--- src/sv/relative_strength_index_unit_assert.svh ---
// assertion macros for the relative strength index unit
`ifndef RELATIVE_STRENGTH_INDEX_UNIT_ASSERT_SVH
`define RELATIVE_STRENGTH_INDEX_UNIT_ASSERT_SVH
`ifndef SYNTHESIS
`define RSI_ASSERT_IMP(lbl, ante, cons, msg) \
  lbl: assert property (@(posedge clk_i) disable iff (!rst_ni) (ante) |-> (cons)) \
    else $error(msg);
`define RSI_ASSERT_NXT(lbl, ante, cons, msg) \
  lbl: assert property (@(posedge clk_i) disable iff (!rst_ni) (ante) |=> (cons)) \
    else $error(msg);
`else
`define RSI_ASSERT_IMP(lbl, ante, cons, msg)
`define RSI_ASSERT_NXT(lbl, ante, cons, msg)
`endif
`endif

--- src/sv/rsi_pkg.sv ---
// shared constants and types for the relative strength index unit
`timescale 1ns / 1ps
package rsi_pkg;

  localparam int PRICE_W  = 32;
  localparam int PERIOD_W = 11;
  localparam int FRAC_W   = 16;
  localparam int AVG_W    = 64;
  localparam int DVD_W    = AVG_W + FRAC_W;
  localparam int SMOOTH_W = AVG_W + 1;
  localparam int STEP_W   = $clog2(DVD_W);
  localparam int RSI_BITS = 23;
  localparam int BIT_W    = $clog2(RSI_BITS);

  localparam logic [PERIOD_W-1:0] PERIOD_RESET = PERIOD_W'(14);
  localparam logic [PERIOD_W-1:0] PERIOD_MAX   = PERIOD_W'(1024);
  localparam logic [PERIOD_W-1:0] COUNT_MAX    = PERIOD_W'(1025);
  localparam logic [RSI_BITS-1:0] RSI_FULL     = RSI_BITS'(6553600);

  typedef enum logic [1:0] {
    ALU_IDLE,
    ALU_LOAD,
    ALU_DIV,
    ALU_ADD
  } alu_op_e;

  typedef struct packed {
    alu_op_e           op;
    logic [DVD_W-1:0]  dividend;
    logic [AVG_W-1:0]  divisor;
    logic [AVG_W-1:0]  addend;
  } alu_cmd_t;

  typedef struct packed {
    logic                valid;
    logic [RSI_BITS-1:0] rsi;
    logic                short_series;
  } emit_t;

  typedef enum logic [3:0] {
    ST_IDLE,
    ST_CHANGE,
    ST_LOAD,
    ST_RUN,
    ST_DONE,
    ST_POST,
    ST_R_LOAD,
    ST_R_SHIFT,
    ST_R_ADD,
    ST_EMIT
  } ctrl_state_e;

endpackage

--- src/sv/rsi_if.sv ---
// valid/ready channel interfaces for samples, results and the period register
`timescale 1ns / 1ps
interface rsi_in_if;
  logic                         valid;
  logic                         ready;
  logic [rsi_pkg::PRICE_W-1:0]  price;
  logic                         last;
  modport source (output valid, price, last, input ready);
  modport sink (input valid, price, last, output ready);
endinterface

interface rsi_out_if;
  logic                         valid;
  logic                         ready;
  logic [rsi_pkg::RSI_BITS-1:0] rsi;
  logic                         short_series;
  modport source (output valid, rsi, short_series, input ready);
  modport sink (input valid, rsi, short_series, output ready);
endinterface

interface rsi_cfg_if;
  logic                         valid;
  logic                         ready;
  logic [rsi_pkg::PERIOD_W-1:0] period;
  modport source (output valid, period, input ready);
  modport sink (input valid, period, output ready);
endinterface

--- src/sv/rsi_alu.sv ---
// shared compare-subtract unit: one quotient bit or one add step per cycle
`timescale 1ns / 1ps
module rsi_alu (
  input  logic                        clk_i,
  input  rsi_pkg::alu_cmd_t           cmd_i,
  output logic [rsi_pkg::AVG_W-1:0]   quo_o
);

  logic [rsi_pkg::AVG_W-1:0] rem_q, rem_d;
  logic [rsi_pkg::AVG_W-1:0] quo_q, quo_d;
  logic [rsi_pkg::DVD_W-1:0] dvd_q, dvd_d;
  logic [rsi_pkg::AVG_W-1:0] dsr_q, dsr_d;
  logic [rsi_pkg::AVG_W-1:0] add_q, add_d;
  logic [rsi_pkg::AVG_W-1:0] acc;
  logic [rsi_pkg::AVG_W-1:0] diff;
  logic                      ge;

  // remainder arithmetic wraps at the register width
  always_comb begin
    if (cmd_i.op == rsi_pkg::ALU_ADD) begin
      acc = rem_q + add_q;
    end else begin
      acc = {rem_q[rsi_pkg::AVG_W-2:0], dvd_q[rsi_pkg::DVD_W-1]};
    end
    ge   = (acc >= dsr_q);
    diff = acc - dsr_q;
  end

  always_comb begin
    rem_d = rem_q;
    quo_d = quo_q;
    dvd_d = dvd_q;
    dsr_d = dsr_q;
    add_d = add_q;
    unique case (cmd_i.op)
      rsi_pkg::ALU_LOAD: begin
        rem_d = '0;
        quo_d = '0;
        dvd_d = cmd_i.dividend;
        dsr_d = cmd_i.divisor;
        add_d = cmd_i.addend;
      end
      rsi_pkg::ALU_DIV: begin
        rem_d = ge ? diff : acc;
        quo_d = {quo_q[rsi_pkg::AVG_W-2:0], ge};
        dvd_d = {dvd_q[rsi_pkg::DVD_W-2:0], 1'b0};
      end
      rsi_pkg::ALU_ADD: begin
        rem_d = ge ? diff : acc;
        quo_d = quo_q + {{(rsi_pkg::AVG_W-1){1'b0}}, ge};
      end
      rsi_pkg::ALU_IDLE: begin
        rem_d = rem_q;
      end
      default: begin
        rem_d = rem_q;
      end
    endcase
  end

  always_ff @(posedge clk_i) begin
    rem_q <= rem_d;
    quo_q <= quo_d;
    dvd_q <= dvd_d;
    dsr_q <= dsr_d;
    add_q <= add_d;
  end

  assign quo_o = quo_q;

endmodule

--- src/sv/rsi_ctrl.sv ---
// sequencer and series state: change split, warm-up sums, smoothing, final ratio
`timescale 1ns / 1ps
module rsi_ctrl (
  input  logic                          clk_i,
  input  logic                          rst_ni,
  input  logic                          in_valid_i,
  output logic                          in_ready_o,
  input  logic [rsi_pkg::PRICE_W-1:0]   price_i,
  input  logic                          last_i,
  input  logic [rsi_pkg::PERIOD_W-1:0]  period_i,
  input  logic                          out_free_i,
  output rsi_pkg::emit_t                emit_o,
  output rsi_pkg::alu_cmd_t             alu_cmd_o,
  input  logic [rsi_pkg::AVG_W-1:0]     quo_i
);

  rsi_pkg::ctrl_state_e state_q, state_d;

  logic [rsi_pkg::PRICE_W-1:0]  price_q;
  logic                         last_q;
  logic [rsi_pkg::PRICE_W-1:0]  prev_q;
  logic [rsi_pkg::PERIOD_W-1:0] count_q;
  logic [rsi_pkg::AVG_W-1:0]    gain_q;
  logic [rsi_pkg::AVG_W-1:0]    loss_q;
  logic [rsi_pkg::PRICE_W-1:0]  up_q;
  logic [rsi_pkg::PRICE_W-1:0]  down_q;
  logic                         smooth_q;
  logic                         side_q;
  logic                         add_ge_q;
  logic [rsi_pkg::STEP_W-1:0]   step_q;
  logic [rsi_pkg::BIT_W-1:0]    bit_q;

  logic                         first;
  logic                         warm;
  logic                         warm_end;
  logic                         short_s;
  logic                         loss_zero;
  logic [rsi_pkg::PRICE_W-1:0]  up;
  logic [rsi_pkg::PRICE_W-1:0]  down;
  logic [rsi_pkg::AVG_W-1:0]    cur_avg;
  logic [rsi_pkg::PRICE_W-1:0]  cur_chg;
  logic [rsi_pkg::AVG_W-1:0]    add_fx;
  logic                         add_ge;
  logic [rsi_pkg::SMOOTH_W-1:0] sm_dvd;
  logic [rsi_pkg::AVG_W-1:0]    new_avg;

  always_comb begin
    first     = (count_q == '0);
    warm      = (count_q <= period_i);
    warm_end  = (count_q == period_i);
    short_s   = (count_q <= period_i);
    loss_zero = (loss_q == '0);
    if (price_q > prev_q) begin
      up   = price_q - prev_q;
      down = '0;
    end else begin
      up   = '0;
      down = prev_q - price_q;
    end
    cur_avg = side_q ? loss_q : gain_q;
    cur_chg = side_q ? down_q : up_q;
    add_fx  = {{(rsi_pkg::AVG_W-rsi_pkg::PRICE_W-rsi_pkg::FRAC_W){1'b0}},
               cur_chg, {rsi_pkg::FRAC_W{1'b0}}};
    add_ge  = (add_fx >= cur_avg);
    // avg + floor((add-avg)/p), negative side rounded via +p-1
    if (add_ge) begin
      sm_dvd = {1'b0, add_fx - cur_avg};
    end else begin
      sm_dvd = {1'b0, cur_avg} - {1'b0, add_fx}
             + {{(rsi_pkg::SMOOTH_W-rsi_pkg::PERIOD_W){1'b0}}, period_i}
             - rsi_pkg::SMOOTH_W'(1);
    end
    if (smooth_q) begin
      new_avg = add_ge_q ? (cur_avg + quo_i) : (cur_avg - quo_i);
    end else begin
      new_avg = quo_i;
    end
  end

  // next state
  always_comb begin
    state_d = state_q;
    unique case (state_q)
      rsi_pkg::ST_IDLE: begin
        if (in_valid_i) state_d = rsi_pkg::ST_CHANGE;
      end
      rsi_pkg::ST_CHANGE: begin
        if (first || (warm && !warm_end)) state_d = rsi_pkg::ST_POST;
        else state_d = rsi_pkg::ST_LOAD;
      end
      rsi_pkg::ST_LOAD: state_d = rsi_pkg::ST_RUN;
      rsi_pkg::ST_RUN: begin
        if (step_q == '0) state_d = rsi_pkg::ST_DONE;
      end
      rsi_pkg::ST_DONE: begin
        state_d = side_q ? rsi_pkg::ST_POST : rsi_pkg::ST_LOAD;
      end
      rsi_pkg::ST_POST: begin
        if (!last_q) state_d = rsi_pkg::ST_IDLE;
        else if (short_s || loss_zero) state_d = rsi_pkg::ST_EMIT;
        else state_d = rsi_pkg::ST_R_LOAD;
      end
      rsi_pkg::ST_R_LOAD: state_d = rsi_pkg::ST_R_SHIFT;
      rsi_pkg::ST_R_SHIFT: begin
        if (rsi_pkg::RSI_FULL[bit_q]) state_d = rsi_pkg::ST_R_ADD;
        else if (bit_q == '0) state_d = rsi_pkg::ST_EMIT;
      end
      rsi_pkg::ST_R_ADD: begin
        state_d = (bit_q == '0) ? rsi_pkg::ST_EMIT : rsi_pkg::ST_R_SHIFT;
      end
      rsi_pkg::ST_EMIT: begin
        if (out_free_i) state_d = rsi_pkg::ST_IDLE;
      end
      default: state_d = rsi_pkg::ST_IDLE;
    endcase
  end

  // outputs
  always_comb begin
    in_ready_o         = 1'b0;
    alu_cmd_o.op       = rsi_pkg::ALU_IDLE;
    alu_cmd_o.dividend = '0;
    alu_cmd_o.divisor  = {{(rsi_pkg::AVG_W-rsi_pkg::PERIOD_W){1'b0}}, period_i};
    alu_cmd_o.addend   = '0;
    emit_o.valid        = 1'b0;
    emit_o.short_series = short_s;
    if (short_s) emit_o.rsi = '0;
    else if (loss_zero) emit_o.rsi = rsi_pkg::RSI_FULL;
    else emit_o.rsi = quo_i[rsi_pkg::RSI_BITS-1:0];
    unique case (state_q)
      rsi_pkg::ST_IDLE: in_ready_o = 1'b1;
      rsi_pkg::ST_LOAD: begin
        alu_cmd_o.op = rsi_pkg::ALU_LOAD;
        if (smooth_q) begin
          alu_cmd_o.dividend = {sm_dvd, {(rsi_pkg::DVD_W-rsi_pkg::SMOOTH_W){1'b0}}};
        end else begin
          alu_cmd_o.dividend = {cur_avg, {rsi_pkg::FRAC_W{1'b0}}};
        end
      end
      rsi_pkg::ST_RUN: alu_cmd_o.op = rsi_pkg::ALU_DIV;
      rsi_pkg::ST_R_LOAD: begin
        alu_cmd_o.op      = rsi_pkg::ALU_LOAD;
        alu_cmd_o.divisor = gain_q + loss_q;
        alu_cmd_o.addend  = gain_q;
      end
      rsi_pkg::ST_R_SHIFT: alu_cmd_o.op = rsi_pkg::ALU_DIV;
      rsi_pkg::ST_R_ADD: alu_cmd_o.op = rsi_pkg::ALU_ADD;
      rsi_pkg::ST_EMIT: emit_o.valid = 1'b1;
      default: in_ready_o = 1'b0;
    endcase
  end

  always_ff @(posedge clk_i or negedge rst_ni) begin
    if (!rst_ni) begin
      state_q <= rsi_pkg::ST_IDLE;
    end else begin
      state_q <= state_d;
    end
  end

  // series state
  always_ff @(posedge clk_i or negedge rst_ni) begin
    if (!rst_ni) begin
      prev_q  <= '0;
      count_q <= '0;
      gain_q  <= '0;
      loss_q  <= '0;
    end else begin
      priority if (state_q == rsi_pkg::ST_CHANGE) begin
        prev_q <= price_q;
        if (count_q < rsi_pkg::COUNT_MAX) count_q <= count_q + rsi_pkg::PERIOD_W'(1);
        if (!first && warm) begin
          gain_q <= gain_q + {{(rsi_pkg::AVG_W-rsi_pkg::PRICE_W){1'b0}}, up};
          loss_q <= loss_q + {{(rsi_pkg::AVG_W-rsi_pkg::PRICE_W){1'b0}}, down};
        end
      end else if (state_q == rsi_pkg::ST_DONE) begin
        if (side_q) loss_q <= new_avg;
        else gain_q <= new_avg;
      end else if (state_q == rsi_pkg::ST_EMIT && out_free_i) begin
        prev_q  <= '0;
        count_q <= '0;
        gain_q  <= '0;
        loss_q  <= '0;
      end else begin
        count_q <= count_q;
      end
    end
  end

  // item latch, step and bit counters
  always_ff @(posedge clk_i) begin
    unique case (state_q)
      rsi_pkg::ST_IDLE: begin
        if (in_valid_i) begin
          price_q <= price_i;
          last_q  <= last_i;
        end
      end
      rsi_pkg::ST_CHANGE: begin
        up_q     <= up;
        down_q   <= down;
        smooth_q <= !warm;
        side_q   <= 1'b0;
      end
      rsi_pkg::ST_LOAD: begin
        add_ge_q <= add_ge;
        step_q   <= smooth_q ? rsi_pkg::STEP_W'(rsi_pkg::SMOOTH_W - 1)
                             : rsi_pkg::STEP_W'(rsi_pkg::DVD_W - 1);
      end
      rsi_pkg::ST_RUN: begin
        if (step_q != '0) step_q <= step_q - rsi_pkg::STEP_W'(1);
      end
      rsi_pkg::ST_DONE: side_q <= 1'b1;
      rsi_pkg::ST_R_LOAD: bit_q <= rsi_pkg::BIT_W'(rsi_pkg::RSI_BITS - 1);
      rsi_pkg::ST_R_SHIFT: begin
        if (!rsi_pkg::RSI_FULL[bit_q] && bit_q != '0) bit_q <= bit_q - rsi_pkg::BIT_W'(1);
      end
      rsi_pkg::ST_R_ADD: begin
        if (bit_q != '0) bit_q <= bit_q - rsi_pkg::BIT_W'(1);
      end
      default: begin
        bit_q <= bit_q;
      end
    endcase
  end

endmodule

--- src/sv/relative_strength_index_unit.sv ---
// top level of the relative strength index unit
`timescale 1ns / 1ps
`include "relative_strength_index_unit_assert.svh"
// Wilder RSI over a stream of price samples. Each accepted item is one price;
// the item flagged last closes the series, produces one result (RSI in Q7.16,
// or 0 with short_series set if fewer than period+1 samples came in) and
// clears the series state; the period register keeps its value. Items are
// taken one at a time and the sample channel is not ready while one is in
// work. Work per item runs on the single 64-bit compare-subtract unit that
// retires one quotient bit per cycle: a plain warm-up sample needs no
// division; the sample that closes warm-up needs two 80-step divisions by
// the period; each smoothed sample needs two 65-step divisions; a last item
// that needs the gain/(gain+loss) ratio adds one load step, 23 shift steps
// plus 3 add steps for it, and every last item then hands over its result,
// held back while the previous result still waits in the output register.
// A finished result sits in an output register, so the next sample is taken
// while it waits. No clearing pass is needed after reset.
module relative_strength_index_unit (
  input  logic    clk_i,
  input  logic    rst_ni,
  rsi_cfg_if.sink cfg_i,
  rsi_in_if.sink  smp_i,
  rsi_out_if.source res_o
);

  logic [rsi_pkg::PERIOD_W-1:0] period_q;
  logic [rsi_pkg::PERIOD_W-1:0] period_eff;
  logic                         res_valid_q;
  logic [rsi_pkg::RSI_BITS-1:0] res_rsi_q;
  logic                         res_short_q;
  logic                         out_free;
  logic                         in_ready;
  rsi_pkg::emit_t               emit;
  rsi_pkg::alu_cmd_t            alu_cmd;
  logic [rsi_pkg::AVG_W-1:0]    quo;

  // period register, to be written by the user only between items; the block itself does not enforce it
  assign cfg_i.ready = 1'b1;

  always_ff @(posedge clk_i or negedge rst_ni) begin
    if (!rst_ni) begin
      period_q <= rsi_pkg::PERIOD_RESET;
    end else if (cfg_i.valid) begin
      period_q <= cfg_i.period;
    end
  end

  // zero acts as one, anything above the maximum as the maximum
  always_comb begin
    priority if (period_q == '0) begin
      period_eff = rsi_pkg::PERIOD_W'(1);
    end else if (period_q > rsi_pkg::PERIOD_MAX) begin
      period_eff = rsi_pkg::PERIOD_MAX;
    end else begin
      period_eff = period_q;
    end
  end

  // sequencer with the series state
  rsi_ctrl u_ctrl (
    .clk_i      (clk_i),
    .rst_ni     (rst_ni),
    .in_valid_i (smp_i.valid),
    .in_ready_o (in_ready),
    .price_i    (smp_i.price),
    .last_i     (smp_i.last),
    .period_i   (period_eff),
    .out_free_i (out_free),
    .emit_o     (emit),
    .alu_cmd_o  (alu_cmd),
    .quo_i      (quo)
  );

  // shared divider used for the averages and the final ratio
  rsi_alu u_alu (
    .clk_i (clk_i),
    .cmd_i (alu_cmd),
    .quo_o (quo)
  );

  assign smp_i.ready = in_ready;

  // result register between the sequencer and the result channel
  assign out_free = !res_valid_q || res_o.ready;

  always_ff @(posedge clk_i or negedge rst_ni) begin
    if (!rst_ni) begin
      res_valid_q <= 1'b0;
    end else if (out_free) begin
      res_valid_q <= emit.valid;
    end
  end

  always_ff @(posedge clk_i) begin
    if (emit.valid && out_free) begin
      res_rsi_q   <= emit.rsi;
      res_short_q <= emit.short_series;
    end
  end

  assign res_o.valid        = res_valid_q;
  assign res_o.rsi          = res_rsi_q;
  assign res_o.short_series = res_short_q;

  // an accepted item keeps the block busy, so the sample channel is not ready in the cycle after
  `RSI_ASSERT_NXT(a_busy_after_accept, smp_i.valid && smp_i.ready, !smp_i.ready, "ready after accept")
  // a short series always reports zero
  `RSI_ASSERT_IMP(a_short_zero, res_valid_q && res_short_q, res_rsi_q == '0, "short series rsi not zero")
  // no result can be pending in the sequencer while it takes samples
  `RSI_ASSERT_IMP(a_idle_no_emit, smp_i.ready, !emit.valid, "emit while idle")

endmodule
--- src/flat_wrapper.sv ---
// flat-port wrapper written by rule: the top's interface ports become plain ports
module relative_strength_index_unit_flat 
  (clk_i, rst_ni, cfg_i_valid, cfg_i_period, cfg_i_ready, smp_i_valid, smp_i_price, smp_i_last, smp_i_ready, res_o_valid, res_o_rsi, res_o_short_series, res_o_ready);
  rsi_cfg_if cfg_i_i ();
  rsi_in_if smp_i_i ();
  rsi_out_if res_o_i ();
  input  logic clk_i;
  input  logic rst_ni;
  input wire logic [$bits(cfg_i_i.valid)-1:0] cfg_i_valid;
  input wire logic [$bits(cfg_i_i.period)-1:0] cfg_i_period;
  output wire logic [$bits(cfg_i_i.ready)-1:0] cfg_i_ready;
  input wire logic [$bits(smp_i_i.valid)-1:0] smp_i_valid;
  input wire logic [$bits(smp_i_i.price)-1:0] smp_i_price;
  input wire logic [$bits(smp_i_i.last)-1:0] smp_i_last;
  output wire logic [$bits(smp_i_i.ready)-1:0] smp_i_ready;
  output wire logic [$bits(res_o_i.valid)-1:0] res_o_valid;
  output wire logic [$bits(res_o_i.rsi)-1:0] res_o_rsi;
  output wire logic [$bits(res_o_i.short_series)-1:0] res_o_short_series;
  input wire logic [$bits(res_o_i.ready)-1:0] res_o_ready;
  assign cfg_i_i.valid = cfg_i_valid;
  assign cfg_i_i.period = cfg_i_period;
  assign cfg_i_ready = cfg_i_i.ready;
  assign smp_i_i.valid = smp_i_valid;
  assign smp_i_i.price = smp_i_price;
  assign smp_i_i.last = smp_i_last;
  assign smp_i_ready = smp_i_i.ready;
  assign res_o_valid = res_o_i.valid;
  assign res_o_rsi = res_o_i.rsi;
  assign res_o_short_series = res_o_i.short_series;
  assign res_o_i.ready = res_o_ready;
  relative_strength_index_unit u_core (.clk_i(clk_i), .rst_ni(rst_ni), .cfg_i(cfg_i_i), .smp_i(smp_i_i), .res_o(res_o_i));
endmodule
--- config.mk ---
export PLATFORM = sky130hd
export DESIGN_NAME = relative_strength_index_unit_flat
export DESIGN_NICKNAME = d
export VERILOG_FILES = /design/src/sv/rsi_pkg.sv /design/src/sv/rsi_if.sv /design/src/sv/rsi_alu.sv /design/src/sv/rsi_ctrl.sv /design/src/sv/relative_strength_index_unit.sv /design/src/flat_wrapper.sv
export VERILOG_INCLUDE_DIRS = /design/src /design/src/sv
export SDC_FILE = /design/constraint.sdc
export NUM_CORES = 2
export LEC_CHECK = 0
export BUFFER_PORTS_ARGS = -buffer_cell sky130_fd_sc_hd__buf_2
export CORE_MARGIN = 4
export CORE_UTILIZATION = 39
export DETAILED_ROUTE_END_ITERATION = 10
export PLACE_DENSITY_LB_ADDON = 0.3
export SYNTH_ARGS = -nofsm -noshare
export SYNTH_HDL_FRONTEND = slang
export SYNTH_SLANG_ARGS = --single-unit
--- constraint.sdc ---
create_clock -name clk_i -period 10.3 [get_ports clk_i]
set_clock_uncertainty 0.05 [all_clocks]
set_input_delay 1.03 -clock clk_i [delete_from_list [all_inputs] [get_ports clk_i]]
set_output_delay 1.03 -clock clk_i [all_outputs]
set_load 0.05 [all_outputs]
# == Yosys cells after proc, flatten, opt, wreduce, memory -nomap -nowiden ==
# Memories as Yosys holds them, arrays and structs flattened. A register that Yosys moved wholly into a read port is not among the register bits.
# Cells that the tools add are included.
# word_totals
regBits,659
latchBits,0
ram_bits,0
romBits,32
inputBits,49
output_inout_bits,27
wordCells,173
mem_count,1
# classes
addsub,17
mul,0
div,0
n_lt_le_gt_ge,7
n_eq_ne,25
shift,0
muxes,57
bitwise_logic,0
reduce_logical,41
# mem_list
name,depth,word_bits,rd,rd_ports_with_merged_regs,write_ports,line_no,text
(no name shown),32,1,1,1,0,rsi_ctrl.sv:216,if (!rsi_pkg::RSI_FULL[bit_q] && bit_q != '0) bit_q <= bit_q - rsi_pkg::BIT_W'(1);
# op_table
operator,count
$mux W64,14
$add A64 B64 Y64,3
$mux W32,6
$pmux W64 S3,1
$mux W80,2
$pmux W80 S2,1
$add A64 B32 Y64,2
$pmux W64 S2,1
$sub A64 B64 Y64,2
$mux W75,1
$mux W11,6
$add A65 B11 Y65,1
$mux W65,1
$sub A64 B48 Y65,1
$sub A65 B1 Y65 const B,1
$add A64 B1 Y64,1
$ge A48 B64 Y1,1
$ge A64 B64 Y1,1
$logic_not A64 Y1,1
$sub A32 B32 Y32,2
$sub A48 B64 Y64,1
$pmux W4 S10,1
$mux W4,9
$gt A32 B32 Y1,1
42 further kinds,86

# == Longest topological paths before layout ==
# logic_depth
ltp_word,9
ltp_mapped,39
mapped_depth_nobuf,36

# == By module ==
# A second synthesis with hierarchy kept.
# hier_totals
cells_unflattened,7584
area_unflattened_um2,63352.0
# by_module_without_submodules
module,n_inst,cells_per_inst,area_each_um2,seq_area_each_um2
rsi_ctrl,1,5339,39837.0,7762.4
rsi_alu,1,2175,22198.8,10089.7
relative_strength_index_unit,1,70,1316.3,1024.7

# == Worst setup path before layout ==
# Ideal clock, no wire load.
# synth_path
path_kind,register to register
startpoint,register u_core.u_alu.rem_q[0] in the netlist's numbering
endpoint,"register u_core.u_alu.quo_q, in the netlist u_core.u_alu.quo_o[63], data pin"
setup_ns,0.266
arrival_ns,7.820
t_required_ns,9.984
setup_slack_ns,2.164
stages_incl_launch_ff,38
path_buffers,4
period_less_slack_ns,8.136
path_cell_list,edfxtp_1 ha_1 inv_1 fa_1 nor2b_1 o211ai_1 a2111o_1 a31oi_1 o21ai_0 o31ai_1 a21o_1 a21oi_1 xnor2_1 mux2_2 ha_1 clkbuf_1 nand3_1 or2_2 (+2 left out) o21ai_0 a41o_1 clkbuf_1 clkbuf_1 ha_1 nand4_1 or2_1 clkbuf_1 nand2b_1 nor3_1 nand2_1 or3_1 nor2_1 nand3_1 nor2_1 nand2_1 a32oi_1 nor2_1
# synth_between
elab_chain_cells,5
# synth_rtl
element,line_no,text
start: declaration,rsi_alu.sv:9,"logic [rsi_pkg::AVG_W-1:0] rem_q, rem_d;"
start signal: assignment,rsi_alu.sv:62,rem_q <= rem_d;
$add A64 B64 Y64,rsi_alu.sv:21,acc = rem_q + add_q;
$mux W64 *,rsi_alu.sv:20,if (cmd_i.op == rsi_pkg::ALU_ADD) begin
$ge A64 B64 Y1 *,rsi_alu.sv:25,ge = (acc >= dsr_q);
$add A64 B1 Y64 *,rsi_alu.sv:50,"quo_d = quo_q + {{(rsi_pkg::AVG_W-1){1'b0}}, ge};"
$pmux W64 S3 *,rsi_alu.sv:35,unique case (cmd_i.op)
"net u_core.u_alu.quo_d, one bit",rsi_alu.sv:10,"logic [rsi_pkg::AVG_W-1:0] quo_q, quo_d;"
end signal: assignment,rsi_alu.sv:63,quo_q <= quo_d;
end: declaration,rsi_alu.sv:10,
# Mark *: on every way through the listed nets, which the timed path passes. The rest lies on a longest branch.
# A chain may end at the register's enable or synchronous reset.

# == Final worst setup path ==
# layout_path
startpoint,register u_core.u_alu.rem_q[0] in the netlist's numbering
endpoint,"register u_core.u_alu.quo_q, in the netlist u_core.u_alu.quo_o[62], data pin"
# The elaborated chain is that of the path after synthesis.

==> reports/results.ini <==
[run_status]
status=finished, final reports clean

[timing]
slew_headroom_pct=8.53
clock.fmax_mhz=105
setup_viol=0
slew_viol_final=0
fin_crit_ns=9.55
tightestPinTransition_ns=1.37
tns_ns=0
finalHoldViolCount=0
fin_crit_sh_pct=92.7
rsz0062_at_grt=no

[synthesis]
synth_compound_area_share_pct=23.9
synth_top_family_by_area=compound AO/OA/AOI/OAI gates
synth.area.mux_share_pct=4.19
ys_top_cells_by_area=edfxtp_1 22%, ha_1 11%, dfrtp_1 7.4%
ys_seq_area_share_pct=29.6
synth-xor-area-share_pct=7.53
synth-seq-cells=645
synthSimpleGateAreaFrac_pct=18.0
yosysTopAreaCell=edfxtp_1
avgSynthCellArea_um2=8.24
synth_fp_nets=8173
synthAdderAreaFrac_pct=11.6
synth-edff-count=457
syn-cell-area_mm2=0.0622
ys_types=98
postSynth.asyncResetShare_pct=29.0
netlist.area_leader.share_pct=22.0
ys.flop_type=edfxtp_1
yosysWarnings=0
synthCells=7553

[clock_tree]
clk_latency_ns=0.71
post-cts-setup-buffers=0
tritoncts=yes
cts_hold_buf=0
cts_root_buf=clkbuf_16
cts_sinks=645
post_cts_resize_count=0
path_clk_slew_ns=0.06
cts_made_buffers=87
htreeDepth=3
clockBufferDepth=3

[grt]
overflow=0
grt_max_degree=90
antenna_found_initial=9
grt_pass1_wl_um=336000
grt_usage_pct=25.8
grt_pass1_vias=54543

[power_and_ir_drop]
switching_share_pct=23.0
total_power_mw=6.25
intPower_mw=4.81
seqPwrFrac_pct=44.3
p_per_area_mw_per_mm2=92.5
leakagePower_nw=29.7
p_switching_mw=1.44
ir_worst_vdd_mv=0.136
pwr-share-clk_pct=53.0
share_comb_of_total_power_pct=2.7

[worst_setup_path]
required_ns=10.66
endpoint_kind=flop
critical_path.max_fanout=10
arrival_ns=9.91
regToRegEndpoint=u_core.u_alu.quo_o[62]
r2r_slack_ns=0.75
critPathLaunchType=flop
worstRegToRegCells=30
crit_path_top_delay_cell=or3_1
timing_worst_setup_path_type=reg -> reg
cp_slowest_stage_delay_ns=0.52
r2r_start=u_core.u_alu.rem_q[0]
crit_path_start=u_core.u_alu.rem_q[0]

[route]
drc=0
via_count=57343
routed_wl_um=223000
wl_per_cell_um=23.4
vias_per_cell=6.01
dr.pass1.iters=6
first_iter_violations=5583
ant_nets=0

[cells_and_area]
final_layout_size_suffix_gt1_share_pct=6.19
final_util_pct=42.6
syn2layout_area_growth_pct=8.49
nets=8009

[place]
dpl.hpwl_um=175000
gp_congestion=0.969
port-buffer-count=74

[floorplan]
die_w_um=407
ios=76
core_area_mm2=0.159
rows=146
start_util_pct=39.3
fp.dieH_um=407
dieArea_mm2=0.166

[hold_path]
hp-class=in -> async

[job]
timing.max_cap.violations=0

registers in the layout, summed over array words and instances, names as in the netlist, 4 cells and up, named ones only:
signal,cells
u_core.u_alu.dvd_q,65
u_core.u_ctrl.state_q,4
u_core.u_ctrl.gain_q,64
u_core.res_o.rsi,23
u_core.u_alu.rem_q,64
u_core.u_alu.quo_o,64
u_core.u_ctrl.prev_q,32
u_core.u_ctrl.bit_q,5
u_core.u_ctrl.up_q,32
u_core.u_ctrl.loss_q,64
u_core.u_alu.dsr_q,64
u_core.period_q,11
u_core.u_ctrl.price_q,32
u_core.u_ctrl.down_q,32
u_core.u_ctrl.count_q,11
u_core.u_ctrl.step_q,7
u_core.u_alu.add_q,64
cell usage after synthesis, drive strengths merged, types with 59 or more instances:
| cell | number |
|---|---|
| a31oi | 106 |
| nand4 | 133 |
| nand3 | 185 |
| edfxtp | 457 |
| xor2 | 220 |
| nand2b | 61 |
| dfrtp | 184 |
| nor2 | 649 |
| a22oi | 59 |
| nor3 | 151 |
| o21ai | 535 |
| clkbuf | 357 |
| mux2i | 157 |
| xnor2 | 313 |
| a21oi | 683 |
| nand2 | 672 |
| o211ai | 67 |
| nor2b | 63 |
| ha | 562 |
| inv | 434 |
| a21o | 346 |
| and2 | 122 |
| and3 | 105 |
| o21bai | 98 |
| mux2 | 92 |
| nor4 | 63 |
placed cells by master (no fill, tap or decap), types with 105 or more instances in the layout:
| cell type | synthesis | layout |
|---|---|---|
| and2_1 | 119 | 118 |
| mux2i_1 | 157 | 157 |
| inv_1 | 433 | 431 |
| a21o_1 | 346 | 346 |
| o21ai_0 | 476 | 476 |
| ha_1 | 562 | 558 |
| xnor2_1 | 312 | 312 |
| nand2_1 | 672 | 670 |
| nor3_1 | 150 | 150 |
| and3_1 | 105 | 105 |
| nand3_1 | 185 | 183 |
| xor2_1 | 220 | 220 |
| edfxtp_1 | 457 | 457 |
| dfrtp_1 | 184 | 184 |
| a31oi_1 | 105 | 105 |
| nand4_1 | 133 | 133 |
| nor2_1 | 648 | 643 |
| a21oi_1 | 683 | 683 |
cells by family after synthesis:
family	after synthesis
AO/OA/AOI/OAI	2355
AND/OR/NAND/NOR	2355
buffers and inverters	844
flip-flops	645
adder cells (fa/ha/maj)	571
XOR/XNOR	533
multiplexers	249
other	1
worst max-delay path by stage:
stage,to,cells past startpoint
finish,u_core.u_alu.quo_o[62],30
global route,u_core.u_alu.quo_o[63],33
CTS,u_core.u_alu.quo_o[62],30
detailed placement,u_core.u_alu.quo_o[62],30
global placement,u_core.u_alu.quo_o[58],31
floorplan,u_core.u_alu.quo_o[63],37
metrics by stage:
| step | setup WS (ns) | cells | hold WS [ns] | area (um^2) |
|---|---|---|---|---|
| 2_1_floorplan | 2.16 | 7553 | 0.408 | 62200 |
| 3_3_place_gp | 0.816 | 9372 | 0.460 | 64400 |
| 3_5_place_dp | 0.837 | 9372 | 0.473 | 64400 |
| 4_1_cts | 0.762 | 9535 | 0.279 | 67500 |
| 5_1_grt | 0.127 | 9535 | 0.318 | 67500 |
| 6_report | 0.750 | 9537 | 0.297 | 67500 |
critical path: cells and delay by family, from the launching register on:
family	cells	cell delay, ns
compound gates	9	2.89
flops	1	0.35
xor+xnor	2	0.28
fa+ha+maj	4	1.24
buf+inv	1	0.06
simple gates	13	4.06
mux	1	0.30
per-layer routing:
| layer | up-vias | part of all wire, % | GRT usage (%) |
|---|---|---|---|
| li1 | 27193 | - | - |
| met1 | 27414 | 45 | 36.6 |
| met2 | 2362 | 43 | 39.5 |
| met3 | 372 | 8.3 | 4.11 |
| met4 | 2 | 4.3 | 9.92 |
| met5 | - | 0.0058 | 0 |
final cells by class:
type / instances / area [um^2]
fill: 15778 / 91000
multi-input combinational: 6064 / 40700
sequential: 645 / 18400
tap: 2072 / 2590
clock buffer: 106 / 2330
inverter: 436 / 1650
timing repair buffer: 155 / 987
clock inverter: 57 / 801
antenna: 2 / 5.00
power groups by stage:
stage               clock [mW]  sequential [mW]  combinational, mW
finish                    3.31             2.77              0.169
global route              3.49             2.77              0.184
CTS                       3.39             2.77              0.166
detailed placement           0             2.82              0.166
global placement             0             2.82              0.164
floorplan                    0             2.82             0.0983
Note: power is estimated with default switching activity, not from simulation.
